`src/design/elub_pkg.sv`:
```
// Shared widths, constants and types for the latent update pipeline.
`timescale 1ns / 1ps

package elub_pkg;

	localparam int IDX_W      = 14;
	localparam int VAL_W      = 32;
	localparam int IN_DATA_W  = 112;
	localparam int OUT_DATA_W = 48;

	// latency of the pipelined fp32 units
	localparam int FSUB_LAT = 5;
	localparam int FMUL_LAT = 4;

	localparam logic [31:0] BF16_BIAS = 32'h0000_7fff;
	localparam logic [31:0] BF16_KEEP = 32'hffff_0000;
	localparam logic [31:0] CANON_NAN = 32'h7fc0_0000;

	// per-item sideband that travels next to the arithmetic
	typedef struct packed {
		logic             upd;
		logic             wr;
		logic [IDX_W-1:0] idx;
		logic [VAL_W-1:0] val;
	} side_t;

endpackage

```
`src/design/elub_fmul.sv`:
```
// Four-stage pipelined fp32 multiplier, round to nearest even, subnormals kept.
`timescale 1ns / 1ps

module elub_fmul (
	input  logic        clk,
	input  logic        en,
	input  logic [31:0] a,
	input  logic [31:0] b,
	output logic [31:0] y
);
	import elub_pkg::*;

	// stage 1: unpack and multiply significands
	logic       a_nan, b_nan, a_inf, b_inf, a_zero, b_zero;
	logic [7:0] ea, eb;
	assign ea     = a[30:23];
	assign eb     = b[30:23];
	assign a_nan  = (ea == 8'hff) && (a[22:0] != 23'd0);
	assign b_nan  = (eb == 8'hff) && (b[22:0] != 23'd0);
	assign a_inf  = (ea == 8'hff) && (a[22:0] == 23'd0);
	assign b_inf  = (eb == 8'hff) && (b[22:0] == 23'd0);
	assign a_zero = (a[30:0] == 31'd0);
	assign b_zero = (b[30:0] == 31'd0);

	logic        sgn_s1, nan_s1, inf_s1, zero_s1;
	logic [8:0]  esum_s1;
	logic [47:0] p_s1;

	always_ff @(posedge clk) begin
		if (en) begin
			sgn_s1  <= a[31] ^ b[31];
			nan_s1  <= a_nan | b_nan | (a_inf & b_zero) | (b_inf & a_zero);
			inf_s1  <= a_inf | b_inf;
			zero_s1 <= a_zero | b_zero;
			esum_s1 <= {1'b0, (ea == 8'd0) ? 8'd1 : ea} + {1'b0, (eb == 8'd0) ? 8'd1 : eb};
			p_s1    <= {ea != 8'd0, a[22:0]} * {eb != 8'd0, b[22:0]};
		end
	end

	// stage 2: leading zero count and unrounded exponent
	logic [5:0] lz;
	always_comb begin
		lz = 6'd48;
		for (int i = 0; i < 48; i++) begin
			if (p_s1[i]) lz = 6'(47 - i);
		end
	end

	logic               sgn_s2, nan_s2, inf_s2, zero_s2;
	logic signed [10:0] e_s2;
	logic [5:0]         lz_s2;
	logic [47:0]        p_s2;

	always_ff @(posedge clk) begin
		if (en) begin
			sgn_s2  <= sgn_s1;
			nan_s2  <= nan_s1;
			inf_s2  <= inf_s1;
			zero_s2 <= zero_s1;
			e_s2    <= $signed({2'b00, esum_s1}) - 11'sd126 - $signed({5'd0, lz});
			lz_s2   <= lz;
			p_s2    <= p_s1;
		end
	end

	// stage 3: normalize, or shift right into the subnormal range
	logic signed [11:0] e_w, t_w, nt_w;
	logic [5:0]         lsh, rsh;
	logic signed [10:0] ef;
	logic [47:0]        m_l;
	logic [111:0]       m_wide;

	assign e_w  = {e_s2[10], e_s2};
	assign t_w  = e_w + $signed({6'd0, lz_s2}) - 12'sd1;
	assign nt_w = -t_w;
	always_comb begin
		lsh = 6'd0;
		rsh = 6'd0;
		ef  = 11'sd1;
		priority if (e_w > 12'sd0) begin
			lsh = lz_s2;
			ef  = e_s2;
		end else if (t_w >= 12'sd0) begin
			lsh = t_w[5:0];
		end else begin
			rsh = (nt_w > 12'sd63) ? 6'd63 : nt_w[5:0];
		end
	end
	assign m_l    = p_s2 << lsh;
	assign m_wide = {m_l, 64'd0} >> rsh;

	logic               sgn_s3, nan_s3, inf_s3, zero_s3, st_s3;
	logic signed [10:0] ef_s3;
	logic [47:0]        m_s3;

	always_ff @(posedge clk) begin
		if (en) begin
			sgn_s3  <= sgn_s2;
			nan_s3  <= nan_s2;
			inf_s3  <= inf_s2;
			zero_s3 <= zero_s2;
			st_s3   <= |m_wide[63:0];
			ef_s3   <= ef;
			m_s3    <= m_wide[111:64];
		end
	end

	// stage 4: round and pack
	logic        big, inc;
	logic [7:0]  field;
	logic [30:0] r31;
	assign big   = ef_s3 > 11'sd254;
	assign field = m_s3[47] ? ef_s3[7:0] : 8'd0;
	assign inc   = m_s3[23] & ((|m_s3[22:0]) | st_s3 | m_s3[24]);
	assign r31   = {field, m_s3[46:24]} + {30'd0, inc};

	always_ff @(posedge clk) begin
		if (en) begin
			priority if (nan_s3) y <= CANON_NAN;
			else if (inf_s3)     y <= {sgn_s3, 8'hff, 23'd0};
			else if (zero_s3)    y <= {sgn_s3, 31'd0};
			else if (big)        y <= {sgn_s3, 8'hff, 23'd0};
			else                 y <= {sgn_s3, r31};
		end
	end

endmodule

```
`config.mk`:
```
export PLATFORM = sky130hd
export DESIGN_NAME = elub_fmul
export DESIGN_NICKNAME = d
export VERILOG_FILES = /design/src/design/elub_pkg.sv /design/src/design/elub_fmul.sv
export SDC_FILE = /design/constraint.sdc
export NUM_CORES = 2
export LEC_CHECK = 0
export ABC_AREA = 0
export BUFFER_PORTS_ARGS = -buffer_cell sky130_fd_sc_hd__buf_4
export CAP_MARGIN = 20
export CORE_MARGIN = 2
export CORE_UTILIZATION = 65
export DETAILED_ROUTE_END_ITERATION = 8
export PLACE_DENSITY = 0.83
export SETUP_SLACK_MARGIN = 0.1
export SYNTH_ARGS = -nofsm -noshare
export SYNTH_HDL_FRONTEND = slang
export SYNTH_SLANG_ARGS = --single-unit
```
`constraint.sdc`:
```
create_clock -name clk -period 11.5 [get_ports clk]
set_clock_uncertainty 0.15 [all_clocks]
set_input_delay 1.15 -clock clk [delete_from_list [all_inputs] [get_ports clk]]
set_output_delay 1.15 -clock clk [all_outputs]
set_load 0.02 [all_outputs]
```
Word-level counts from Yosys, hierarchy flattened
Index checks and enable logic that the tools add are counted.
Storage, ports and cells
  flip-flop bits (word level): 226
  input bits: 66
  output and inout port bits: 32
  logic and storage cells: 127
Cells by class
  add/sub/neg operators: 7
  $mul: 1
  order comparisons: 4
  eq/ne operators: 2
  shift operators: 2
  muxes and demuxes: 59
  bitwise logic cells: 11
  reduce and logical (&&, ||, !) cells: 18
Operators by type and width (number)
  $mux W6: 52
  $shr A112 B6 Y112: 1
  $reduce_or A64 Y1: 1
  $logic_not A31 Y1: 2
  $mux W31: 2
  $mul A24 B24 Y48: 1
  $shl A48 B6 Y48: 1
  $logic_not A23 Y1: 2
  $reduce_bool A23 Y1: 2
  $add A31 B1 Y31: 1
  $mux W8: 3
  $mux W23: 1
  $reduce_or A23 Y1: 1
  $eq A8 B8 Y1 const B: 2
  $logic_not A8 Y1: 2
  $reduce_bool A8 Y1: 2
  $add A11 B7 Y12: 1
  $ge A12 B1 Y1 const B: 1
  $gt A12 B7 Y1 const B: 1
  $neg A12 Y12: 1
  $sub A12 B2 Y12 const B: 1
  $gt A11 B1 Y1 const B: 1
  $gt A11 B9 Y1 const B: 1
  $sub A10 B7 Y11: 1
  9 further kinds: 20

Logic depth before layout (Yosys ltp)
  word-level depth: 49
  gate-level depth with buffers: 32
  depth with buffers taken out: 31

Worst setup path after synthesis
OpenSTA, ideal clock, no wires.
  kind: input port to flip-flop
  from: input port b[3]
  to: register p_s1[47] (data pin)
  library setup time: 260 ps
  arrival time: 8257 ps
  required time: 11090 ps
  path slack: 2833 ps
  stages on the path: 30
  cells stage by stage: clkbuf_1 -> clkbuf_1 -> nand2_1 -> fa_1 -> inv_1 -> fa_1 -> fa_1 -> inv_1 -> fa_1 -> fa_1 -> fa_1 -> inv_1 -> fa_1 -> ha_1 -> a21oi_1 -> o21bai_1 -> a21oi_1 -> o21ai_0 -> a21oi_1 -> o21ai_0 -> a21o_1 -> a21o_1 -> a21o_1 -> a21o_1 -> a21oi_1 -> o21ai_0 -> a21o_1 -> or4_1 -> a31oi_1 -> xnor2_1
On the way
  word-level cells in the longest chain between the ends: 1
Ends and longest elaborated chain
  start: declaration: line elub_fmul.sv:8  | input logic [31:0] b,
  $mul A24 B24 Y48: line elub_fmul.sv:36  | p_s1 <= {ea != 8'd0, a[22:0]} * {eb != 8'd0, b[22:0]};
  end signal: assignment: line elub_fmul.sv:36
  end: declaration: line elub_fmul.sv:27  | logic [47:0] p_s1;
No other way between the ends.
A chain may end at the register's enable or synchronous reset.

Worst setup path in the final report
  from: input port a[30]
  to: register p_s1[45] (data pin)
On the way
  word-level cells in the longest chain between the ends: 2
Ends and longest elaborated chain
  start: declaration: line elub_fmul.sv:7  | input logic [31:0] a,
  $reduce_bool A8 Y1: line elub_fmul.sv:36
  $mul A24 B24 Y48: line elub_fmul.sv:36
No other way between the ends.

==> flow_summary.ini <==
[global_route]
antenna_found_initial = 1
grt_max_degree = 91
grt.total_usage = 0.391
grt_first_pass_wirelength_mm = 175
grt_pass1_vias = 30900
grt-ovfl-total = 0

[logic_synthesis]
yosysSeqAreaShare = 0.186
synthesis.area_um2 = 36500
synth.distinct_cells = 94
synth.avg_cell_area_um2 = 8.88
async_flop_share = 0
ys_dominant_reg_cell = edfxtp_1
synthesis.nets = 4869
postSynthCellCount = 4108
synth-edff-count = 226
yosysWarnings = 0
ys_ff_latch = 226

[floorplanning]
io_pins = 98
std_cell_rows = 86
die_area_um2 = 58000
die_h_um = 241
core_area_um2 = 55300
initial_utilization = 0.660
die_w_um = 241

[timing]
whs_ps = 270
worstMarginPinSlew_ps = 1210
setup_viol = 0
relSlewSlack = 0.186
hold_violations = 0
slew_viol_final = 0
fin_crit_sh = 0.804
rsz0062_at_grt = no
clock.fmax_ghz = 0.108
tns_ps = 0
final.min_clock_period_ps = 9240

[cts]
cts_root_buf = clkbuf_16
clock-sinks = 226
cts-resized-gates = 0
cts_tree = built
cts_setup_buffers = 0
htreeDepth = 1
cts.clk_slew.worst_paths_ps = 60
cts_buffer_depth = 3
clk_latency_ps = 540
cts_inserted_buffers = 22
postCtsHoldBufs = 0

[placement]
hpwl_mm = 85.5
port_buffers = 97
gp_congestion = 1.09

[final_layout]
drive_gt1_frac = 0.0621
fillers = 4367
layout_common_cells = nand2_1 (577), inv_1 (566), fa_1 (485), edfxtp_1 (226), and2_1 (224)
mostFrequentLayoutCell = nand2_1
antennaDiodeCount = 0
final_nets = 4784
area_growth_pct = 4.70

[detailed_routing]
firstDrtPassIters = 9
vias = 31300
routed_wl_mm = 112
drt_iter0_drc = 3461
drc = 0
vias_per_cell = 6.54
ant_nets = 0
wl_per_cell_um = 23.3

[hold_path]
holdCritStartpoint = zero_s2$_DFFE_PP_
min_path_cells = 0
hold_path_end = zero_s3$_DFFE_PP_
hold_path_class = flip-flop to flip-flop

[critical_path]
start_kind = input pin
slowest_stage = a2111oi_0
cp_data_required_time_ps = 11620
r2r_slack_ps = 3110
cp_common_cell = fa_1
r2r-end = st_s3$_DFFE_PP_
r2r_start = lz_s2[0]$_DFFE_PP_
path_class = input pin to flip-flop
cp_max_fo = 7
rr_worst_depth = 24
slowest_delay_ps = 750
cp-end-kind = flip-flop
cp.arrival_ps = 9360

[run]
maxCapViolCount = 0

[status]
status = complete, no violations
==> final cells by class <==
cell class	instances	area, µm²	area share
multi-input combinational	3064	26600	0.695
sequential	226	6790	0.178
clock inverter	14	123	0.00321
tap	748	936	0.0245
clock buffer	26	587	0.0154
timing repair buffer	143	1100	0.0287
inverter	566	2120	0.0556
==> metal layers <==
| layer | up-vias | share of wire | routed length, µm | GRT usage |
|---|---|---|---|---|
| met4 | 2 | 0.054 | 6080 | 0.186 |
| met2 | 1994 | 0.44 | 49700 | 0.601 |
| li1 | 13700 | - | - | - |
| met3 | 395 | 0.12 | 12900 | 0.0955 |
| met1 | 15200 | 0.39 | 43100 | 0.525 |
| met5 | - | 0.00012 | 13 | 0 |
==> cell families after synthesis <==
| group | after synthesis | share of synthesized area |
|---|---|---|
| other | 1 | 0.000103 |
| buffers and inverters | 818 | 0.0887 |
| AOI/OAI and AO/OA | 790 | 0.151 |
| and+or+nand+nor | 1340 | 0.174 |
| muxes | 139 | 0.0390 |
| adders and majority gates | 695 | 0.338 |
| xor gates and xnor gates | 99 | 0.0238 |
| DFF | 226 | 0.186 |
==> per-stage QoR <==
step / util / worst slack [ps] / instance area [µm²] / instances
final: 0.691 / 2260 / 38200 / 4787
after global routing: 0.691 / 1850 / 38200 / 4787
after CTS: 0.690 / 2360 / 38200 / 4786
after detailed placement: 0.677 / 1900 / 37500 / 4746
after global placement: 0.677 / 2040 / 37500 / 4745
after floorplan: - / 2830 / 36500 / 4108
==> worst max-delay path by stage <==
| stage | startpoint | end | slack [ps] | cells past startpoint |
|---|---|---|---|---|
| finish | a[30] | p_s1[45]$_DFFE_PP_ | 2260 | 30 |
| global route | a[30] | p_s1[45]$_DFFE_PP_ | 1850 | 30 |
| CTS | a[30] | p_s1[45]$_DFFE_PP_ | 2360 | 30 |
| detailed placement | a[30] | p_s1[47]$_DFFE_PP_ | 1900 | 30 |
| global placement | a[30] | p_s1[47]$_DFFE_PP_ | 2040 | 30 |
| floorplan | b[3] | p_s1[47]$_DFFE_PP_ | 2830 | 30 |
==> cells in the mapped netlist, types with 60 or more instances <==
| cell type | count | share of area |
|---|---|---|
| o21ai_0 | 105 | 0.014 |
| nor3_1 | 71 | 0.0097 |
| fa_1 | 485 | 0.27 |
| xnor2_1 | 60 | 0.014 |
| nor2_1 | 202 | 0.021 |
| clkbuf_1 | 181 | 0.019 |
| inv_1 | 566 | 0.058 |
| nand2_1 | 578 | 0.059 |
| o211ai_1 | 62 | 0.013 |
| a21oi_1 | 175 | 0.024 |
| edfxtp_1 | 226 | 0.19 |
| mux2i_1 | 113 | 0.031 |
| ha_1 | 210 | 0.072 |
| and2_1 | 224 | 0.038 |
| nand3_1 | 82 | 0.011 |
==> critical path, delay by kind of cell <==
kind                     cells  cell delay, ps
buffers and inverters        4             320
adder cells (fa/ha/maj)      8            3850
XOR/XNOR                     1              80
AND/OR/NAND/NOR              3             940
AO/OA/AOI/OAI               14            3040
==> registers in the layout (all words and copies together), names as in the netlist, 6 cells and up <==
name     flops
e_s2        11
lz_s2        6
esum_s1      9
m_s3        48
ef_s3       11
p_s1        48
y           32
p_s2        48
Power is not shown: default switching activity piles up to over one toggle a cycle in this logic, so the estimate is an artifact.
