`src/design/elub_pkg.sv`:
```
// Shared widths, constants and types for the latent update pipeline.
`timescale 1ns / 1ps

package elub_pkg;

	localparam int IDX_W      = 14;
	localparam int VAL_W      = 32;
	localparam int IN_DATA_W  = 112;
	localparam int OUT_DATA_W = 48;

	// latency of the pipelined fp32 units
	localparam int FSUB_LAT = 5;
	localparam int FMUL_LAT = 4;

	localparam logic [31:0] BF16_BIAS = 32'h0000_7fff;
	localparam logic [31:0] BF16_KEEP = 32'hffff_0000;
	localparam logic [31:0] CANON_NAN = 32'h7fc0_0000;

	// per-item sideband that travels next to the arithmetic
	typedef struct packed {
		logic             upd;
		logic             wr;
		logic [IDX_W-1:0] idx;
		logic [VAL_W-1:0] val;
	} side_t;

endpackage

```
`src/design/elub_skid.sv`:
```
// Output register with one skid entry; upstream ready is a register.
`timescale 1ns / 1ps

module elub_skid (
	input  logic                            clk,
	input  logic                            arst_n,
	input  logic                            in_valid,
	output logic                            in_ready,
	input  logic [elub_pkg::OUT_DATA_W-1:0] in_data,
	output logic                            out_valid,
	input  logic                            out_ready,
	output logic [elub_pkg::OUT_DATA_W-1:0] out_data
);
	import elub_pkg::*;

	logic                  out_valid_q, skid_valid_q;
	logic [OUT_DATA_W-1:0] out_data_q, skid_data_q;
	logic                  load_out;

	assign load_out  = out_ready | ~out_valid_q;
	assign in_ready  = ~skid_valid_q;
	assign out_valid = out_valid_q;
	assign out_data  = out_data_q;

	// occupancy
	always_ff @(posedge clk or negedge arst_n) begin
		if (!arst_n) begin
			out_valid_q  <= 1'b0;
			skid_valid_q <= 1'b0;
		end else if (load_out) begin
			out_valid_q  <= skid_valid_q | in_valid;
			skid_valid_q <= 1'b0;
		end else if (in_valid && !skid_valid_q) begin
			skid_valid_q <= 1'b1;
		end
	end

	// payload
	always_ff @(posedge clk) begin
		if (load_out) begin
			out_data_q <= skid_valid_q ? skid_data_q : in_data;
		end else if (in_valid && !skid_valid_q) begin
			skid_data_q <= in_data;
		end
	end

endmodule

```
`config.mk`:
```
export PLATFORM = sky130hd
export DESIGN_NAME = elub_skid
export DESIGN_NICKNAME = d
export VERILOG_FILES = /design/src/design/elub_pkg.sv /design/src/design/elub_skid.sv
export SDC_FILE = /design/constraint.sdc
export NUM_CORES = 1
export LEC_CHECK = 0
export BUFFER_PORTS_ARGS = -buffer_cell sky130_fd_sc_hd__buf_2
export CORE_MARGIN = 4
export CORE_UTILIZATION = 52
export CTS_CLUSTER_DIAMETER = 120
export DETAILED_ROUTE_END_ITERATION = 8
export PLACE_DENSITY_LB_ADDON = 0.1
export SYNTH_ARGS = -nofsm -noshare
export SYNTH_HDL_FRONTEND = slang
export SYNTH_SLANG_ARGS = --single-unit
```
`constraint.sdc`:
```
create_clock -name clk -period 6.35 [get_ports clk]
set_input_delay 1.27 -clock clk [delete_from_list [all_inputs] [get_ports clk]]
set_output_delay 1.27 -clock clk [all_outputs]
set_load 0.005 [all_outputs]
```
==> Word level (Yosys, flattened, before mapping) <==
Cells that the tools add are included.
{ "totals": {"output_inout_bits": 50, "register_bits": 98, "input_bits": 52, "wordCells": 16} }
{ "op_classes": {"n_reduce_logical": 4, "bitwise": 5, "mux": 3} }
{ "ops": {"columns": ["operator", "n"], "rows": [
  ["$mux 48", 1],
  ["$not 1->1", 3],
  ["$mux 1", 2],
  ["$or 1x1->1", 2],
  ["$reduce_and 2->1", 1],
  ["$reduce_bool 2->1", 1],
  ["$logic_and 1x1->1", 1],
  ["$logic_not 1->1", 1]
]} }

==> Logic depth before layout (Yosys ltp) <==
Gate-level depths: netlist of the first run.
{ "depth": {"word_depth": 4, "ltp_mapped": 4, "ltp_nobuf": 2} }

==> Least setup slack after synthesis of the first run <==
Ideal clock, no wire load.
{ "synth_path": {"kind": "in2reg", "startpoint": "input out_ready", "endpoint": "register skid_data_q[0] (enable)", "stages": 2, "required_ns": 5.827, "arrival_ns": 6.107, "n_path_buf": 0, "setup_time_ns": 0.523, "slack_ns": -0.280, "path_cell_list": "nand2b_1 -> nor3b_1"} }
{ "synth_between": {"elab_chain_len": 3} }
{ "synth_lines": {"columns": ["element", "line", "source"], "rows": [
  ["start: declaration", "elub_skid.sv:11", "input logic out_ready,"],
  ["$or 1x1->1", "elub_skid.sv:20", "assign load_out = out_ready | ~out_valid_q;"],
  ["$not 1->1 (no source line)", null, null],
  ["$reduce_and 2->1 (no source line)", null, null],
  ["end signal: assignment", "elub_skid.sv:43", "skid_data_q <= in_data;"],
  ["end: declaration", "elub_skid.sv:17", "logic [OUT_DATA_W-1:0] out_data_q, skid_data_q;"]
]} }
Every way passes these cells.
A chain may end at the register's enable or synchronous reset.

==> Worst setup path after layout of the first run <==
{ "layout_path": {"startpoint": "register skid_valid_q", "endpoint": "output in_ready"} }
{ "layout_between": {"elab_chain_len": 1} }
{ "layout_lines": {"columns": ["element", "line", "source"], "rows": [
  ["start: declaration", "elub_skid.sv:16", "logic out_valid_q, skid_valid_q;"],
  ["start signal: assignment", "elub_skid.sv:29", "skid_valid_q <= 1'b0;"],
  ["start signal: assignment", "elub_skid.sv:32", "skid_valid_q <= 1'b0;"],
  ["start signal: assignment", "elub_skid.sv:34", "skid_valid_q <= 1'b1;"],
  ["$not 1->1", "elub_skid.sv:21", "assign in_ready = ~skid_valid_q;"],
  ["end: declaration", "elub_skid.sv:8", "output logic in_ready,"]
]} }
Every way passes these cells.

==> metrics.yaml, run 1 <==
yosysWarnings: 0
powerDensity_mw_per_mm2: 286
ys.flop_type: "edfxtp_1"
grt_pass1_wl_um: 8980
diodes: 0
p_int_mw: 1.02
cp-start-kind: "flop"
die_y_um: 93.3
p_sw_share_pct: 21.1
drt-total-wl_um: 5850
avgSynthCellArea_um2: 24.0
cp-end-kind: "primary output"
core_mm2: 0.00694
ys_seq_area_share_pct: 77.5
vias: 1767
seqPwrFrac_pct: 61.0
port-buffer-count: 101
tns_ns: 0
netlist_area_mm2: 0.00378
fmax_ghz: 0.346
synthArstFlopShare_pct: 2.04
synth.most_common_cell: "edfxtp_1"
setup_viol: 0
skew_ns: 0.0113
status: "complete, no violations"
ys_seq_elements: 98
rrSetupSlack_ns: 4.47
relSlewSlack_pct: 36.7
finalPower_mw: 1.29
p_leak_nw: 1.82
power_frac_clock_pct: 29.6
drcViolationCount: 0
r2r_start: "skid_valid_q"
grt_antenna_before_repair: 0
synthCells: 158
worstSkewPairLatency_ns: 0.35
clk_path_buf_depth: 2
fin_crit_sh_pct: 45.5
synth_top_cell_area_share_pct: 76.2
hold_path.class: "flop to flop"
critPathLaunch: "skid_valid_q"
drive_gt1_share_pct: 62.1
grt_setup_unrepaired: "false"
timing_worst_slew_pin_value_ns: 0.950
worst_ep_required_time_ns: 5.08
hold_viol: 0
drt.antenna.violating_nets: 0
cts_sinks: 98
nNetsFinal: 319
grt_pass1_vias: 1799
synth_area_leader_cell: "edfxtp_1"
numCtsBuffers: 9
dieArea_mm2: 0.00871
fp.dieW_um: 93.3
p_comb_share_pct: 9.4
dr.pass1.iters: 4
area_growth_pct: 19.7
initialDrtViolationCount: 100
synth_cell_types: 12
cts_setup_buffers: 0
rr_endpoint: "skid_data_q[21]"
tritoncts: "built"
dpl.hpwl_um: 3930
vias_per_cell: 4.80
p_switching_mw: 0.273
drv_cap: 0
grt_max_degree: 52
crit_type: "flop to primary output"
synth_edf_count: 96
path_max_fanout: 51
crit_path_end: "in_ready"
reg2reg_depth: 2
postCtsResizedCells: 0
setup_slack_ns: 3.46
place_ws_ns: 3.46
clock-root-buffer: "clkbuf_8"
fillers: 492
min_period_ns: 2.89
routabilityCongestion: 0.699
irDropWorstVdd_mv: 0.132
synth_common_cells: "edfxtp_1, mux2_4, buf_12"
ys_top_cells_by_area: "edfxtp_1, mux2_4, buf_12"
start_util_pct: 54.5
wl_per_cell_um: 15.9
syn_nets: 210
overflow: 0
h-tree-depth: 3
cts.reportedPaths.clkPinSlew_ns: 0.09
grt_usage_pct: 13.9
rows: 30
hold_buffers: 0
io_pins: 102
slew_violations: 0
critPathArrivalTime_ns: 1.62
## power by group through the flow
stage	clock, mW	combinational [mW]	sequential, mW
floorplan	0	0.0795	0.796
global placement	0	0.123	0.804
detailed placement	0	0.125	0.804
CTS	0.396	0.124	0.790
global route	0.430	0.132	0.794
finish	0.383	0.121	0.789
## sequential cells by signal (all words and copies together), names as in the netlist
| name | cells |
|---|---|
| out_valid | 1 |
| skid_valid_q | 1 |
| skid_data_q | 48 |
| out_data | 48 |
## final cells by class
cell class,count,area (um2),share of cell area (%)
Tap cell,96,120,2.65
Clock buffer,9,124,2.73
Clock inverter,7,68.8,1.52
Multi-Input combinational cell,53,749,16.5
Timing Repair Buffer,104,528,11.7
Inverter,1,3.75,0.0828
Sequential cell,98,2940,64.8
## worst min-delay path by stage
stage               startpoint      endpoint  cells after the start
2_1_floorplan  skid_data_q[44]  out_data[44]                      1
3_3_place_gp    skid_data_q[2]   out_data[2]                      1
3_5_place_dp   skid_data_q[16]  out_data[16]                      1
4_1_cts        skid_data_q[17]  out_data[17]                      1
5_1_grt        skid_data_q[17]  out_data[17]                      1
6_report       skid_data_q[11]  out_data[11]                      1
## stage by stage
step	instances	hold slack, ns	util, %	cell area (um2)
2_1_floorplan	158	0.523	-	3790
3_3_place_gp	352	0.529	62.5	4340
3_5_place_dp	352	0.534	62.5	4340
4_1_cts	368	0.543	65.2	4530
5_1_grt	368	0.555	65.2	4530
6_report	368	0.547	65.2	4530
## metal layers
layer	GRT usage (%)	wire length, um	vias up	part of all wire [%]
met1	17.4	2410	863	41
met4	6.59	79	0	1.3
li1	-	-	835	-
met2	21.6	2910	61	50
met3	4.83	455	8	7.8
met5	0	0	-	0
## cell usage in the layout, fill, tap and decap left out, types with 2 or more instances in the layout
master    instances
buf_2           101
buf_4             3
clkbuf_8          9
clkinv_1          2
clkinv_4          2
edfxtp_1         96
mux2_4           47
nor2_1            2
## worst max-delay path, cell delays in order (launching register included)
cell and delay, ns:
dfrtp_4 1.03, inv_1 0.08, buf_2 0.16
## cell families after synthesis
kind of cell | synth area share, %
AND/OR/NAND/NOR | 0.661
buffers and inverters | 2.91
flip-flops | 77.5
multiplexers | 18.9
No activity file was read; power rests on OpenSTA's default activity.
==> run 2, diff against run 1 <==
==> constraint.sdc (replaced) <==
create_clock -name clk -period 2.7 [get_ports clk]
set_input_delay 0.54 -clock clk [delete_from_list [all_inputs] [get_ports clk]]
set_output_delay 0.54 -clock clk [all_outputs]
set_load 0.005 [all_outputs]
==> metrics.yaml, run 2 (same netlist as run 1, synthesis figures left out) <==
grt_max_degree: 52  # unchanged
setup_viol: 0  # unchanged
slowest_delay_ns: 1.06  # +0.03 ns
fin_crit_sh_pct: 81.0
irDropWorstVdd_mv: 0.368  # +180%
initialDrtViolationCount: 82  # -18%
diodes: 0  # unchanged
p_leak_nw: 1.84  # +1.1%
grt_pass1_vias: 1817  # +1.0%
clock-root-buffer: "clkbuf_8"
dieArea_mm2: 0.00871  # unchanged
dr.pass1.iters: 4  # unchanged
drt-total-wl_um: 5910  # +0.92%
crit_type: "flop to primary output"
numCtsBuffers: 9  # unchanged
critPathLaunch: "skid_valid_q"
nNetsFinal: 320  # +0.31%
path_max_fanout: 51  # unchanged
h-tree-depth: 3  # unchanged
grt_setup_unrepaired: "false"
fmax_ghz: 0.457
die_y_um: 93.3  # unchanged
io_pins: 102  # unchanged
critPathTopFamily: "flip-flops"
hold_viol: 0  # unchanged
cts_sinks: 98  # unchanged
fp.dieW_um: 93.3  # unchanged
worstSkewPairLatency_ns: 0.35  # about the same
layout_commonest_cell: "buf_2"
vias_per_cell: 4.78  # -0.38%
routabilityCongestion: 0.716  # +2.4%
drv_cap: 0  # unchanged
drt.antenna.violating_nets: 0  # unchanged
status: "complete, no violations"
finalPower_mw: 3.14  # +140%
register_area_mm2: 0.00294  # unchanged
port-buffer-count: 101  # unchanged
drcViolationCount: 0  # unchanged
grt_antenna_before_repair: 0  # unchanged
crit_buf_inv: 2  # unchanged
critPathArrivalTime_ns: 1.65  # +0.03 ns
overflow: 0  # unchanged
cp-start-kind: "flop"
area_growth_pct: 20.9
vias: 1765  # -0.11%
post-route-util_pct: 65.9  # +0.67 points
r2r_start: "skid_valid_q"
start_util_pct: 54.5  # unchanged
clk_path_buf_depth: 2  # unchanged
grt_usage_pct: 14.3  # +0.46 points
core_mm2: 0.00694  # unchanged
multi_input_area_um2: 761  # +1.5%
fillers: 488  # -0.81%
min-delay-start: "in_data[5]"
cts_setup_buffers: 0  # unchanged
drive_gt1_share_pct: 62.3  # +0.14 points
min_period_ns: 2.19
worst_ep_required_time_ns: 2.16  # -2.92 ns
dpl.hpwl_um: 3970  # +1.2%
timing_worst_slew_pin_value_ns: 0.927  # -0.0233 ns
hold_path.class: "input pin to flop"
cp-end-kind: "primary output"
powerDensity_mw_per_mm2: 687  # +140%
crit_chain: "inv_1 -> buf_2"
wl_per_cell_um: 16.0  # +0.65%
slew_violations: 0  # unchanged
relSlewSlack_pct: 38.2  # +1.6 points
tritoncts: "built"
rows: 30  # unchanged
grt_pass1_wl_um: 9240  # +2.8%
skew_ns: 0.00826  # -0.00307 ns
slowest_stage: "dfrtp_4"
cts.reportedPaths.clkPinSlew_ns: 0.10  # about the same
final_cell_mix: "buf_2, edfxtp_1, mux2_4"
-- run 2: where the power goes --
group	internal (mW)	total (mW)	leakage, nW	switching, mW
Combinational	0.179	0.290	0.791	0.111
Sequential	1.80	1.85	0.943	0.0569
Clock	0.520	1.00	0.107	0.479
-- run 2: path summary, 6_finish.rpt --
kind                                   endpoint  slack [ns]  cells past startpoint
worst max-delay path                   in_ready        0.51                      2
worst min-delay path             skid_data_q[5]        0.38                      1
worst max register to register  skid_data_q[37]        0.89                      2
worst min register to register      out_data[3]        0.55                      1
max in group asynchronous          skid_valid_q        2.06                      2
min in group asynchronous          skid_valid_q        0.53                      2
-- run 2: per-stage QoR --
step                      area, um2  setup slack [ns]  setup TNS (ns)  std cells  hold WS [ns]
final                          4580             0.512               0        369         0.382
after global routing           4580             0.371               0        369         0.356
after detailed placement       4350             0.886               0        352         0.328
after CTS                      4580             0.487               0        369         0.362
after global placement         4350             0.864               0        352         0.325
after floorplan                3800          -0.00642          -0.308        158         0.244
-- run 2: what timing repair did --
action | CTS | global route
endpoints found under the hold margin | 2 | 0
resized for setup | 0 | 0
hold buffers | 1 | 0
-- run 2: cell type report --
class	instances	share of cell area (%)
Clock buffer	9	2.71
Timing Repair Buffer	105	11.8
Tap cell	96	2.62
Clock inverter	7	2.05
Inverter	1	0.0820
Sequential cell	98	64.2
Multi-Input combinational cell	53	16.6
-- run 2: worst reg2reg max path: cells and delay by family (launching register included) --
family | cells | cell delay (ns)
simple gates | 1 | 0.32
flops | 1 | 0.83
buf+inv | 1 | 0.34
-- run 2: routing by layer --
metal,vias up,wire [um],GRT usage (%)
met5,-,0,0
met3,11,397,3.62
met2,68,2750,21.4
met4,0,125,7.45
met1,846,2630,19.5
li1,840,-,-
