File: src/design/elub_pkg.sv
// Shared widths, constants and types for the latent update pipeline.
`timescale 1ns / 1ps

package elub_pkg;

	localparam int IDX_W      = 14;
	localparam int VAL_W      = 32;
	localparam int IN_DATA_W  = 112;
	localparam int OUT_DATA_W = 48;

	// latency of the pipelined fp32 units
	localparam int FSUB_LAT = 5;
	localparam int FMUL_LAT = 4;

	localparam logic [31:0] BF16_BIAS = 32'h0000_7fff;
	localparam logic [31:0] BF16_KEEP = 32'hffff_0000;
	localparam logic [31:0] CANON_NAN = 32'h7fc0_0000;

	// per-item sideband that travels next to the arithmetic
	typedef struct packed {
		logic             upd;
		logic             wr;
		logic [IDX_W-1:0] idx;
		logic [VAL_W-1:0] val;
	} side_t;

endpackage

File: src/design/elub_fsub.sv
// Five-stage pipelined fp32 subtractor, round to nearest even, subnormals kept.
`timescale 1ns / 1ps

module elub_fsub (
	input  logic        clk,
	input  logic        en,
	input  logic [31:0] a,
	input  logic [31:0] b,
	output logic [31:0] y
);
	import elub_pkg::*;

	// stage 1: unpack, order by magnitude, align the smaller operand
	logic        sa, sb, a_nan, b_nan, a_inf, b_inf, swap;
	logic [7:0]  ea, eb, ean, ebn, el, es, ediff;
	logic [23:0] ma, mb, ml, ms;
	logic [4:0]  ash;
	logic [58:0] al_wide;

	assign sa    = a[31];
	assign sb    = ~b[31];
	assign ea    = a[30:23];
	assign eb    = b[30:23];
	assign a_nan = (ea == 8'hff) && (a[22:0] != 23'd0);
	assign b_nan = (eb == 8'hff) && (b[22:0] != 23'd0);
	assign a_inf = (ea == 8'hff) && (a[22:0] == 23'd0);
	assign b_inf = (eb == 8'hff) && (b[22:0] == 23'd0);
	assign ma    = {ea != 8'd0, a[22:0]};
	assign mb    = {eb != 8'd0, b[22:0]};
	assign ean   = (ea == 8'd0) ? 8'd1 : ea;
	assign ebn   = (eb == 8'd0) ? 8'd1 : eb;
	assign swap  = b[30:0] > a[30:0];
	assign el    = swap ? ebn : ean;
	assign es    = swap ? ean : ebn;
	assign ml    = swap ? mb : ma;
	assign ms    = swap ? ma : mb;
	assign ediff = el - es;
	assign ash   = (ediff > 8'd31) ? 5'd31 : ediff[4:0];
	assign al_wide = {ms, 3'b000, 32'd0} >> ash;

	logic        sgn_s1, sub_s1, nan_s1, inf_s1, isg_s1;
	logic [7:0]  e_s1;
	logic [26:0] ml_s1, ms_s1;

	always_ff @(posedge clk) begin
		if (en) begin
			sgn_s1 <= swap ? sb : sa;
			sub_s1 <= sa ^ sb;
			nan_s1 <= a_nan | b_nan | (a_inf & b_inf & (sa ^ sb));
			inf_s1 <= a_inf | b_inf;
			isg_s1 <= a_inf ? sa : sb;
			e_s1   <= el;
			ml_s1  <= {ml, 3'b000};
			ms_s1  <= al_wide[58:32] | {26'd0, |al_wide[31:0]};
		end
	end

	// stage 2: add or subtract magnitudes
	logic [27:0] sum;
	assign sum = sub_s1 ? ({1'b0, ml_s1} - {1'b0, ms_s1}) : ({1'b0, ml_s1} + {1'b0, ms_s1});

	logic        sgn_s2, nan_s2, inf_s2, isg_s2;
	logic [7:0]  e_s2;
	logic [27:0] sum_s2;

	always_ff @(posedge clk) begin
		if (en) begin
			// exact cancellation gives +0
			sgn_s2 <= (sub_s1 && (sum == 28'd0)) ? 1'b0 : sgn_s1;
			nan_s2 <= nan_s1;
			inf_s2 <= inf_s1;
			isg_s2 <= isg_s1;
			e_s2   <= e_s1;
			sum_s2 <= sum;
		end
	end

	// stage 3: leading zero count
	logic [4:0] lz;
	always_comb begin
		lz = 5'd27;
		for (int i = 0; i < 27; i++) begin
			if (sum_s2[i]) lz = 5'(26 - i);
		end
	end

	logic        sgn_s3, nan_s3, inf_s3, isg_s3;
	logic [7:0]  e_s3;
	logic [27:0] sum_s3;
	logic [4:0]  lz_s3;

	always_ff @(posedge clk) begin
		if (en) begin
			sgn_s3 <= sgn_s2;
			nan_s3 <= nan_s2;
			inf_s3 <= inf_s2;
			isg_s3 <= isg_s2;
			e_s3   <= e_s2;
			sum_s3 <= sum_s2;
			lz_s3  <= lz;
		end
	end

	// stage 4: normalize, stopping at the subnormal exponent
	logic [7:0]  lim;
	logic [4:0]  nsh;
	logic [26:0] mn;
	logic [7:0]  en_exp;

	assign lim = e_s3 - 8'd1;
	always_comb begin
		nsh = 5'd0;
		if (sum_s3[27]) begin
			mn     = {sum_s3[27:2], sum_s3[1] | sum_s3[0]};
			en_exp = e_s3 + 8'd1;
		end else begin
			nsh    = ({3'b000, lz_s3} > lim) ? lim[4:0] : lz_s3;
			mn     = sum_s3[26:0] << nsh;
			en_exp = e_s3 - {3'b000, nsh};
		end
	end

	logic        sgn_s4, nan_s4, inf_s4, isg_s4;
	logic [7:0]  ef_s4;
	logic [26:0] m_s4;

	always_ff @(posedge clk) begin
		if (en) begin
			sgn_s4 <= sgn_s3;
			nan_s4 <= nan_s3;
			inf_s4 <= inf_s3;
			isg_s4 <= isg_s3;
			ef_s4  <= mn[26] ? en_exp : 8'd0;
			m_s4   <= mn;
		end
	end

	// stage 5: round and pack
	logic        inc;
	logic [30:0] r31;
	assign inc = m_s4[2] & (m_s4[1] | m_s4[0] | m_s4[3]);
	assign r31 = {ef_s4, m_s4[25:3]} + {30'd0, inc};

	always_ff @(posedge clk) begin
		if (en) begin
			priority if (nan_s4)          y <= CANON_NAN;
			else if (inf_s4)              y <= {isg_s4, 8'hff, 23'd0};
			else if (ef_s4 == 8'hff)      y <= {sgn_s4, 8'hff, 23'd0};
			else                          y <= {sgn_s4, r31};
		end
	end

endmodule

File: config.mk
export PLATFORM = sky130hd
export DESIGN_NAME = elub_fsub
export DESIGN_NICKNAME = d
export VERILOG_FILES = /design/src/design/elub_pkg.sv /design/src/design/elub_fsub.sv
export SDC_FILE = /design/constraint.sdc
export NUM_CORES = 1
export LEC_CHECK = 0
export BUFFER_PORTS_ARGS = -buffer_cell sky130_fd_sc_hd__buf_2
export CAP_MARGIN = 10
export CORE_MARGIN = 3
export CORE_UTILIZATION = 45
export DETAILED_ROUTE_END_ITERATION = 8
export PLACE_DENSITY = 0.74
export SYNTH_ARGS = -nofsm -noshare
export SYNTH_HDL_FRONTEND = slang
export SYNTH_SLANG_ARGS = --single-unit
File: constraint.sdc
create_clock -name clk -period 21.3 [get_ports clk]
set_clock_uncertainty 0.2 [all_clocks]
set_input_delay 2.13 -clock clk [delete_from_list [all_inputs] [get_ports clk]]
set_output_delay 2.13 -clock clk [all_outputs]
set_load 0.005 [all_outputs]
# Word-level counts from Yosys, hierarchy flattened
# Index checks and enable logic that the tools add are counted.
[totals] register_bits=219 inputBits=66 out_inout_bits=32 word_cells=121
[op_classes] add_sub_neg=7 n_lt_le_gt_ge=3 n_eq_ne=3 shift=2 n_mux=41 n_bitwise=12 reduce_logical=20
[op_table] operator="$mux 5" n=12
[op_table] operator="$shr 59x5->59" n=1
[op_table] operator="$mux 24" n=2
[op_table] operator="$logic_not 23->1" n=2
[op_table] operator="$reduce_bool 23->1" n=2
[op_table] operator="$mux 8" n=5
[op_table] operator="$mux 32" n=1
[op_table] operator="$mux 4" n=8
[op_table] operator="$reduce_or 32->1" n=1
[op_table] operator="$add 31x1->31" n=1
[op_table] operator="$gt 31x31->1" n=1
[op_table] operator="$mux 31" n=1
[op_table] operator="$add 27x27->28" n=1
[op_table] operator="$logic_not 28->1" n=1
[op_table] operator="$mux 28" n=1
[op_table] operator="$sub 27x27->28" n=1
[op_table] operator="$mux 27" n=1
[op_table] operator="$or 27x1->27" n=1
[op_table] operator="$shl 27x5->27" n=1
[op_table] operator="$eq 8x8->1 const B" n=3
[op_table] operator="$logic_not 8->1" n=2
[op_table] operator="$reduce_bool 8->1" n=2
[op_table] operator="$reduce_or 16->1" n=1
[op_table] operator="$mux 3" n=4
[op_table] operator="other kinds (17)" n=32

# Depth between registers and ports, before layout
# Gate-level depths: netlist (run 1).
[logic_depth] word_depth=26 ltp_mapped=34 ltp_nobuf=25

# Worst setup path after synthesis (run 1)
# No wires, ideal clock.
[synth_timing] path_type="input to register" startpoint="input a[16]" endpoint="register ms_s1[0], data pin" setup_ns=0.266 t_arrival_ns=9.043 required_time_ns=20.834 slack_ns=11.792 stages=31 n_path_buf=7 cell_sequence="inv_1 > ha_1 > and4_1 > and3_1 > and4_1 > nand2b_1 > a31oi_1 > or2_1 > clkbuf_1 > clkbuf_1 > clkbuf_1 > clkbuf_1 > buf_1 > buf_1 > nand2_1 > o21ai_0 > ha_1 > nor2b_1 > o31a_1 > mux2i_1 > nand3_1 > nand2b_1 > buf_2 > nor2_1 > a2111oi_0 > or4_1 > or2_0 > o32a_1 > or4b_1 > o41ai_1 > or3b_1"
[synth_via] elab_chain_cells=8 word_cells_on_any_way=10 classes_between="1 x add/sub; 2 x order compare; 1 x shift; 4 x mux; 1 x bitwise; 1 x reduce/logical"
[synth_lines] element="start: declaration" line_no="elub_fsub.sv:7" source="input logic [31:0] a,"
[synth_lines] element="$gt 31x31->1 (*)" line_no="elub_fsub.sv:32" source="assign swap = b[30:0] > a[30:0];"
[synth_lines] element="$mux 8 (*)" line_no="elub_fsub.sv:33" source="assign el = swap ? ebn : ean;"
[synth_lines] element="via el[2]" line_no="elub_fsub.sv:15" source="logic [7:0] ea, eb, ean, ebn, el, es, ediff;"
[synth_lines] element="$sub 8x8->8 (*)" line_no="elub_fsub.sv:37" source="assign ediff = el - es;"
[synth_lines] element="$gt 8x5->1" line_no="elub_fsub.sv:38" source="assign ash = (ediff > 8'd31) ? 5'd31 : ediff[4:0];"
[synth_lines] element="$mux 5 (*)" line_no="elub_fsub.sv:38"
[synth_lines] element="$shr 59x5->59 (*)" line_no="elub_fsub.sv:39" source="assign al_wide = {ms, 3'b000, 32'd0} >> ash;"
[synth_lines] element="$reduce_or 32->1" line_no="elub_fsub.sv:54" source="ms_s1 <= al_wide[58:32] | {26'd0, |al_wide[31:0]};"
[synth_lines] element="$or 27x1->27 (*)" line_no="elub_fsub.sv:54"
[synth_lines] element="end signal: assignment" line_no="elub_fsub.sv:54"
[synth_lines] element="end: declaration" line_no="elub_fsub.sv:43" source="logic [26:0] ml_s1, ms_s1;"
# The timed path passes the listed nets; every way through them passes the cells marked *.
# A chain may end at the register's enable or synchronous reset.

# Worst setup path in the final report (run 1)
[layout_timing] startpoint="input a[22]" endpoint="register ms_s1[0], data pin"
[layout_via] elab_chain_cells=8 word_cells_on_any_way=10 classes_between="1 x add/sub; 2 x order compare; 1 x shift; 4 x mux; 1 x bitwise; 1 x reduce/logical"
[layout_lines] element="$gt 31x31->1" line_no="elub_fsub.sv:32"
[layout_lines] element="$mux 8 (on tied branches)" line_no="elub_fsub.sv:33, elub_fsub.sv:34"
[layout_lines] element="$sub 8x8->8" line_no="elub_fsub.sv:37"
[layout_lines] element="$gt 8x5->1" line_no="elub_fsub.sv:38"
[layout_lines] element="$mux 5" line_no="elub_fsub.sv:38"
[layout_lines] element="$shr 59x5->59 (*)" line_no="elub_fsub.sv:39"
[layout_lines] element="$reduce_or 32->1" line_no="elub_fsub.sv:54"
[layout_lines] element="$or 27x1->27 (*)" line_no="elub_fsub.sv:54"
# Every way passes the cells marked *; elsewhere a longest branch is shown, timed or not.

==> flow_summary.json, run 1 <==
{
  "first_iter_violations": 1198,
  "reg2reg_depth": 24,
  "grt_pass1_wl_microns": 71800,
  "wl_per_cell_microns": 19.3,
  "core_sq_um": 35800,
  "cp.required_ps": 21350,
  "synth_nets": 1970,
  "diodes": 0,
  "critical_path.max_fanout": 87,
  "ant_nets": 0,
  "hpwl_microns": 34100,
  "grt_max_degree": 107,
  "regToRegEndpoint": "ef_s4[7]",
  "final.setup.tns_ps": 0,
  "crit_top_cell": "mux2i_1",
  "rsz0062_at_grt": "false",
  "grt_pass1_vias": 13696,
  "clkLatencyLatePin_ps": 510,
  "synth_seq_cells": 219,
  "fmax_mhz": 100,
  "synthCells": 1797,
  "status": "finished clean",
  "path_delay_family": "simple AND/OR/NAND/NOR gates",
  "slowest_stage": "buf_4",
  "setup_violations": 0,
  "synth_edf_count": 219,
  "hold_violations": 0,
  "die_h_microns": 197,
  "vias_per_cell": 6.11,
  "endpoint": "ms_s1[0]",
  "synth_area_sq_um": 16500,
  "maxSlewViolCount": 0,
  "gp_congestion": 0.970,
  "worstPathBufferInverterCount": 4,
  "clockBufferDepth": 3,
  "synthArstFlopShare": 0,
  "ir_worst_vdd_v": 0.0000487,
  "cp_data_arrival_time_ps": 10030,
  "std_cell_rows": 69,
  "cts.sinks": 219,
  "hold_buffers": 0,
  "fin_crit_sh": 0.469,
  "worstSetupStartpoint": "a[22]",
  "ys_top_cells_by_area": "edfxtp_1 40%, ha_1 7.9%, mux2i_1 6.3%, a21oi_1 4.5%, nand2_1 4.5%",
  "drive_above_1_share": 0.104,
  "syn2layout_area_growth_pct": 9.79,
  "die_w_microns": 197,
  "drtPass1Iterations": 7,
  "worst_pin_slew_ps": 1130,
  "cts_htree_levels": 1,
  "yosysWarnings": 0,
  "regArea_sq_um": 6580,
  "seq_area_frac_synth": 0.399,
  "clk_pin_slew_ps": 50,
  "ff2ff_setup_slack_ps": 14900,
  "nFillCells": 3243,
  "timing.rr.start": "e_s3[0]",
  "synth_top_area_frac": 0.399,
  "ios": 98,
  "critPathMaxStageDelay_ps": 640,
  "cts-resized-gates": 0,
  "synth_top_cell_by_area": "edfxtp_1",
  "cp-end-kind": "register",
  "cts_root_buf": "clkbuf_16",
  "cp.depth": 27,
  "die_area_sq_um": 39000,
  "track_usage": 0.225,
  "port_buffers": 97,
  "worstSetupPathType": "primary input to register",
  "final_nets": 2024,
  "initial_core_util": 0.460,
  "final_common_cell": "edfxtp_1",
  "p_leak_nw": 7.27,
  "cts-buffers-inserted": 24,
  "fin_crit_ps": 9990,
  "maxCapViolCount": 0,
  "relSlewSlack": 0.248,
  "ys.flop_type": "edfxtp_1",
  "layout_common_cells": "219 x edfxtp_1, 197 x nand2_1, 159 x nor2_1",
  "drt-total-wl_microns": 44900,
  "drc_errors": 0,
  "cts_tree": "yes",
  "p_per_area_nw_per_um2": 88.8,
  "critPathLaunchType": "primary input",
  "yosysUniqueCellTypes": 81,
  "overflow": 0,
  "post_cts_buffers": 0,
  "vias": 14212,
  "antenna_found_initial": 1,
  "syn_avg_cell_area_sq_um": 9.18,
  "hold_slack_ps": 218,
  "hold_path.class": "register to register",
  "multi_input_area_sq_um": 9200
}
==> state kept, by name, indices dropped and copies added, names as in the netlist, 5 cells and up <==
register	flops
ef_s4	8
e_s2	8
sum_s2	28
e_s3	8
lz_s3	5
y	32
ms_s1	27
e_s1	8
sum_s3	28
m_s4	26
ml_s1	24
==> worst min path at each step <==
stage                     from    endpoint  slack [ps]  cells past startpoint
finish                 e_s1[6]     e_s2[6]         220                      0
global route            isg_s2      isg_s3         220                      0
CTS                    e_s1[6]     e_s2[6]         220                      0
detailed placement     e_s1[6]     e_s2[6]         200                      0
global placement    sum_s2[27]  sum_s3[27]         200                      0
floorplan              e_s1[0]     e_s2[0]         200                      0
==> worst reg2reg max path, stage by stage, from the launching register on <==
cell and delay, ps:
edfxtp_1 460, inv_1 100, ha_1 350, ha_1 290, nor2b_1 130, o21a_1 160, o21a_1 160, o21a_1 160
o211ai_1 640, mux2i_4 330, buf_4 420, clkinv_1 470, ha_1 430, nand2b_1 120, inv_1 50, ha_1 270
a21o_1 160, a21o_1 190, a21o_1 180, a21oi_1 220, o21bai_1 90, a21oi_1 180, xnor2_1 170, xnor2_1 160
nor2_1 60
==> report_power, final <==
group	internal, mW	switching, mW
Combinational	0.232	0.403
Clock	0.222	0.154
Sequential	0.554	0.0430
==> metrics by stage <==
stage | utilization | total power [mW] | instances | area (sq um) | setup WS (ps)
2_1_floorplan | - | 1.04 | 1797 | 16500 | 11790
3_3_place_gp | 0.486 | 1.22 | 2286 | 17400 | 11150
3_5_place_dp | 0.486 | 1.22 | 2286 | 17400 | 11030
4_1_cts | 0.505 | 1.61 | 2325 | 18100 | 11570
5_1_grt | 0.505 | 1.70 | 2325 | 18100 | 10900
6_report | 0.505 | 1.61 | 2325 | 18100 | 11310
==> per-layer routing <==
metal | wire length, microns | vias up | track usage
li1 | - | 6790 | -
met1 | 17900 | 6681 | 0.273
met2 | 21900 | 592 | 0.398
met3 | 2870 | 147 | 0.0316
met4 | 2250 | 2 | 0.103
met5 | 13 | - | 0
==> cells by family after synthesis <==
family / after synthesis / share of synthesized area
buffers and inverters: 196 / 0.0457
muxes: 124 / 0.0782
DFF: 219 / 0.399
adders and majority gates: 107 / 0.0825
AOI/OAI and AO/OA: 506 / 0.196
and+or+nand+nor: 586 / 0.166
xor gates and xnor gates: 59 / 0.0325
==> synth_stat cells (6+ instances only) <==
cell type and n:
a2111oi_0 6, a211oi_1 37, a21o_1 23, a21oi_1 148, a221o_1 7, a221oi_1 9, a22o_1 7, a22oi_1 7
a31oi_1 21, and2_1 8, and3_1 21, and4_1 7, buf_1 14, buf_2 8, clkbuf_1 64, edfxtp_1 219
ha_1 104, inv_1 104, mux2_2 19, mux2i_1 103, nand2_1 197, nand2b_1 12, nand3_1 28, nand4_1 17
nor2_1 163, nor2b_1 17, nor3_1 52, nor3b_1 6, nor4_1 21, o211ai_1 17, o21a_1 11, o21ai_0 104
o21ai_1 13, o21bai_1 12, o221ai_1 8, o22ai_1 17, o31ai_1 7, or3_1 10, or4_1 8, xnor2_1 27
xor2_1 31
==> layout make-up <==
cell class | instances | share of cell area
Clock inverter | 11 | 0.00415
Clock buffer | 28 | 0.0352
Tap cell | 461 | 0.0319
Timing Repair Buffer | 116 | 0.0352
Multi-Input combinational cell | 1382 | 0.508
Sequential cell | 219 | 0.363
Inverter | 108 | 0.0224
No activity file was read; power rests on OpenSTA's default activity.
==> inputs of run 2 (changes only) <==
- ABC_AREA: unset -> 1
- PLACE_DENSITY: 0.74 -> 0.76
- clock period: 21.3 -> 9 ns (I/O delays scaled with it)
==> flow_summary.json, run 2 <==
{
  "synth_compound_area_frac": 0.123,
  "vias": 15375,
  "cts_htree_levels": 1,
  "setup_violations": 0,
  "ys_top_cells_by_area": "edfxtp_1 39%, nand2_1 13%, nand3_1 7.8%, ha_1 7.7%, inv_1 6.9%",
  "largest-register": "y",
  "synthAdderAreaFrac": 0.0807,
  "relSlewSlack": 0.235,
  "grt_max_degree": 144,
  "seq_area_frac_synth": 0.390,
  "cts.sinks": 219,
  "worst_pin_slew_ps": 1150,
  "final.setup.tns_ps": 0,
  "fmax_mhz": 155,
  "crit_top_cell": "nor2_1",
  "dp_slack_ps": 2170,
  "switchingPower_mw": 1.42,
  "gp_congestion": 0.990,
  "maxSlewViolCount": 0,
  "drive_above_1_share": 0.0857,
  "ant_nets": 0,
  "syn2layout_area_growth_pct": 9.35,
  "fin_crit_ps": 6460,
  "wl_per_cell_microns": 16.6,
  "die_h_microns": 200,
  "antenna_found_initial": 0,
  "hold_slack_ps": 213,
  "layout_common_cells": "566 x nand2_1, 309 x inv_1, 262 x nand3_1",
  "fin_ws_ps": 2540,
  "muxShareOfSynthArea": 0.00490,
  "rsz0062_at_grt": "false",
  "drt-total-wl_microns": 46100,
  "overflow": 0,
  "status": "finished clean",
  "synth_edf_count": 219,
  "intPower_mw": 2.34,
  "synthArstFlopShare": 0,
  "clk_pin_slew_ps": 60,
  "worstPathBufferInverterCount": 3,
  "yosysUniqueCellTypes": 60,
  "yosys.area_share.simple": 0.290,
  "ios": 98,
  "drtPass1Iterations": 8,
  "clockBufferDepth": 3,
  "synth_top_family_by_area": "simple AND/OR/NAND/NOR gates",
  "vias_per_cell": 5.53,
  "hold_buffers": 0,
  "die_w_microns": 200,
  "cp-end-kind": "register",
  "grt_pass1_wl_microns": 73600,
  "post_cts_buffers": 0,
  "total_power_mw": 3.76,
  "cp.required_ps": 9060,
  "swShare": 0.376,
  "cts-buffers-inserted": 24,
  "cts_tree": "yes",
  "p_clk_frac": 0.257,
  "maxCapViolCount": 0,
  "first_iter_violations": 1119,
  "final_common_cell": "nand2_1",
  "pwr-share-comb": 0.372,
  "synth_top_cell_by_area": "edfxtp_1",
  "largest_register_ffs": 32,
  "die_area_sq_um": 39800,
  "diodes": 0,
  "synth_top_area_frac": 0.390,
  "ir_worst_vdd_v": 0.000114,
  "path_delay_family": "compound AO/OA/AOI/OAI gates",
  "path_cells": "inv_1, ha_1, nand3_1, xor2_1, ha_1, nand2_1, nor3_1, a211oi_1, nand3_2, o21ai_2, clkinv_1, a21oi_1, nor3_1, ha_1, inv_1, nor2_1, nor2_1, nor2_1, nor2_1, nor2_1, nor2_1, xor2_1, xor2_1, nor2_2",
  "synthCells": 2235,
  "synth_nets": 2408,
  "p_per_area_nw_per_um2": 204,
  "initial_core_util": 0.459,
  "fin_crit_sh": 0.718,
  "hpwl_microns": 36500,
  "synthTopCellsByCount": "566 x nand2_1, 309 x inv_1, 262 x nand3_1",
  "std_cell_rows": 70,
  "yosysMostFrequentCell": "nand2_1",
  "syn_avg_cell_area_sq_um": 7.55,
  "synth-xor-area-share": 0.0187,
  "top_regs": "y: 32 flops, sum_s2: 28 flops, sum_s3: 28 flops",
  "hold_path.class": "register to register",
  "critical_path.max_fanout": 27,
  "port_buffers": 97,
  "ys.flop_type": "edfxtp_1",
  "p_leak_nw": 8.42,
  "synth_seq_cells": 219,
  "critPathLaunchType": "register",
  "final_nets": 2468,
  "slowest_stage": "clkinv_1",
  "grt_pass1_vias": 15003,
  "cts-resized-gates": 0,
  "track_usage": 0.229,
  "yosysWarnings": 0,
  "drc_errors": 0,
  "worstSetupPathType": "register to register",
  "cp_data_arrival_time_ps": 6520,
  "synth_area_sq_um": 16900,
  "dp.cells": 2737,
  "power_frac_seq": 0.371,
  "core_sq_um": 36800,
  "final_cells": 2778,
  "critPathMaxStageDelay_ps": 1000,
  "clkLatencyLatePin_ps": 530,
  "cts_root_buf": "clkbuf_16",
  "hold_violations": 0
}
run 2: through the flow:
step / utilization / cell area (sq um)
final: 0.501 / 18400
after global routing: 0.501 / 18400
after CTS: 0.501 / 18400
after detailed placement: 0.480 / 17700
after global placement: 0.480 / 17700
after floorplan: - / 16900
run 2: cell type report:
type	instances	area, sq um
Tap cell	468	586
Multi-Input combinational cell	1624	8730
Inverter	317	1190
Sequential cell	219	6580
Clock buffer	29	641
Fill cell	3503	18300
Timing Repair Buffer	109	584
Clock inverter	12	136
run 2: power by group through the flow:
| stage | clock (mW) | combinational [mW] | sequential [mW] |
|---|---|---|---|
| after detailed placement | 0 | 1.38 | 1.41 |
| final | 0.965 | 1.40 | 1.39 |
| after global routing | 1.03 | 1.58 | 1.41 |
| after global placement | 0 | 1.36 | 1.41 |
| after floorplan | 0 | 1.03 | 1.38 |
| after CTS | 0.986 | 1.38 | 1.39 |
run 2: kinds of logic (layout without fill, tap and decap cells):
group	count (synthesis)	in the layout
compound gates	359	359
xor+xnor	36	36
fa+ha+maj	107	107
buf+inv	392	467
flops	219	219
mux	7	7
simple gates	1115	1115
run 2: final timing paths:
| check | cells after the start | endpoint | start | slack (ps) |
|---|---|---|---|---|
| max reg2reg | 24 | ef_s4[7] | e_s3[0] | 2540 |
| min | 0 | isg_s3 | isg_s2 | 210 |
| max | 24 | ef_s4[7] | e_s3[0] | 2540 |
| min reg2reg | 0 | isg_s3 | isg_s2 | 210 |
run 2: layer usage:
layer,track usage,vias up,wire length [microns],share of wire
met3,0.0248,150,2200,0.048
met2,0.424,495,23100,0.50
met4,0.118,0,2720,0.059
met1,0.259,7065,18000,0.39
met5,0,-,0,0
li1,-,7665,-,-
==> inputs of run 3 (changes only) <==
- PLACE_DENSITY: 0.76 -> 0.74
- clock period: 9 -> 6.3 ns (I/O delays scaled with it)
==> flow_summary.json, run 3 (synthesis gave the netlist of run 2 again) <==
{
  "status": "finished clean",
  "regToRegEndpoint": "ef_s4[7]",
  "final_cells": 2788,
  "gp_congestion": 1.01,
  "port_buffers": 97,
  "total_power_mw": 5.30,
  "drtPass1Iterations": 7,
  "pwr-share-comb": 0.382,
  "final_common_cell": "nand2_1",
  "worst_pin_slew_ps": 811,
  "track_usage": 0.231,
  "clk_pin_slew_ps": 60,
  "layout_common_cells": "566 x nand2_1, 309 x inv_1, 262 x nand3_1",
  "cts-buffers-inserted": 23,
  "ant_nets": 0,
  "reg2reg_depth": 23,
  "switchingPower_mw": 2.03,
  "std_cell_rows": 70,
  "initial_core_util": 0.459,
  "worstPathBufferInverterCount": 3,
  "timing.rr.start": "e_s3[0]",
  "hold_buffers": 0,
  "cts-resized-gates": 0,
  "cts_root_buf": "clkbuf_16",
  "worstSetupPathType": "primary input to register",
  "hold_depth": 0,
  "critical_path.max_fanout": 33,
  "p_clk_frac": 0.243,
  "hpwl_microns": 37300,
  "rsz0062_at_grt": "false",
  "vias_per_cell": 5.51,
  "fin_crit_sh": 0.832,
  "ios": 98,
  "die_h_microns": 200,
  "antenna_found_initial": 3,
  "syn2layout_area_growth_pct": 9.42,
  "first_iter_violations": 1071,
  "ir_worst_vdd_v": 0.000178,
  "hp-start": "e_s2[7]",
  "min_to": "e_s3[7]",
  "fmax_mhz": 191,
  "cts_tree": "yes",
  "cp-end-kind": "register",
  "crit_top_cell": "nand2_1",
  "utilization": 0.502,
  "die_w_microns": 200,
  "cts.sinks": 219,
  "fin_ws_ps": 1060,
  "vias": 15361,
  "relSlewSlack": 0.459,
  "swShare": 0.384,
  "hold_slack_ps": 218,
  "wl_per_cell_microns": 16.8,
  "critPathMaxStageDelay_ps": 550,
  "grt_max_degree": 108,
  "final.setup.tns_ps": 0,
  "setup_violations": 0,
  "dp.cells": 2746,
  "grt_pass1_wl_microns": 73800,
  "drive_above_1_share": 0.0888,
  "grt_pass1_vias": 14939,
  "dp_slack_ps": 597,
  "largest-register": "y",
  "core_sq_um": 36800,
  "maxSlewViolCount": 0,
  "p_per_area_nw_per_um2": 287,
  "overflow": 0,
  "intPower_mw": 3.27,
  "clockBufferDepth": 3,
  "ff2ff_setup_slack_ps": 1130,
  "cp.required_ps": 6360,
  "maxCapViolCount": 0,
  "power_frac_seq": 0.376,
  "nFillCells": 3563,
  "final_nets": 2476,
  "path_delay_family": "simple AND/OR/NAND/NOR gates",
  "hold_path.class": "register to register",
  "critPathLaunchType": "primary input",
  "slowest_stage": "nor2_4",
  "fin_crit_ps": 5240,
  "largest_register_ffs": 32,
  "clkLatencyLatePin_ps": 510,
  "p_leak_nw": 8.43,
  "cp_data_arrival_time_ps": 5300,
  "place_area_sq_um": 17700,
  "die_area_sq_um": 39800,
  "post_cts_buffers": 0,
  "cts_htree_levels": 1,
  "top_regs": "y: 32 flops, sum_s2: 28 flops, sum_s3: 28 flops",
  "hold_violations": 0,
  "drt-total-wl_microns": 46900,
  "drc_errors": 0,
  "final_area_sq_um": 18500
}
==> run 3: cell count changes in the layout (fill, tap and decap cells not counted), sizes merged <==
cell	previous run	this run
clkbuf	30	26
buf	108	117
inv	313	315
clkinv	12	15
bufinv	3	2
diode	0	1
==> run 3: power groups by stage <==
stage	logic (mW)	clock network (mW)	registers [mW]
2_1_floorplan	1.48	0	1.98
3_3_place_gp	1.97	0	2.01
3_5_place_dp	1.99	0	2.02
4_1_cts	2.00	1.33	1.99
5_1_grt	2.27	1.38	2.01
6_report	2.02	1.29	1.99
==> run 3: how the worst max path moves through the flow <==
stage / start / cells after the start / end / slack (ps)
after floorplan: a[14] / 31 / ms_s1[0] / 1290
after CTS: a[14] / 31 / ms_s1[0] / 1130
after detailed placement: a[14] / 31 / ms_s1[0] / 600
after global placement: a[14] / 33 / ms_s1[0] / 710
after global routing: a[14] / 33 / ms_s1[0] / 520
final: a[14] / 31 / ms_s1[0] / 1060
==> run 3: cell type report <==
| class | count | area, sq um | share of cell area |
|---|---|---|---|
| Sequential cell | 219 | 6580 | 0.356 |
| Multi-Input combinational cell | 1624 | 8730 | 0.473 |
| Tap cell | 468 | 586 | 0.0317 |
| Clock inverter | 16 | 135 | 0.00732 |
| Antenna cell | 1 | 2.50 | 0.000136 |
| Timing Repair Buffer | 118 | 652 | 0.0353 |
| Inverter | 317 | 1190 | 0.0645 |
| Clock buffer | 25 | 583 | 0.0316 |
==> run 3: routing by layer <==
layer | GRT usage | part of all wire | vias to the layer above | wire [microns]
li1 | - | - | 7674 | -
met3 | 0.0253 | 0.045 | 157 | 2110
met5 | 0 | 0.00036 | - | 17
met4 | 0.129 | 0.061 | 4 | 2870
met1 | 0.259 | 0.39 | 7015 | 18100
met2 | 0.427 | 0.51 | 511 | 23700
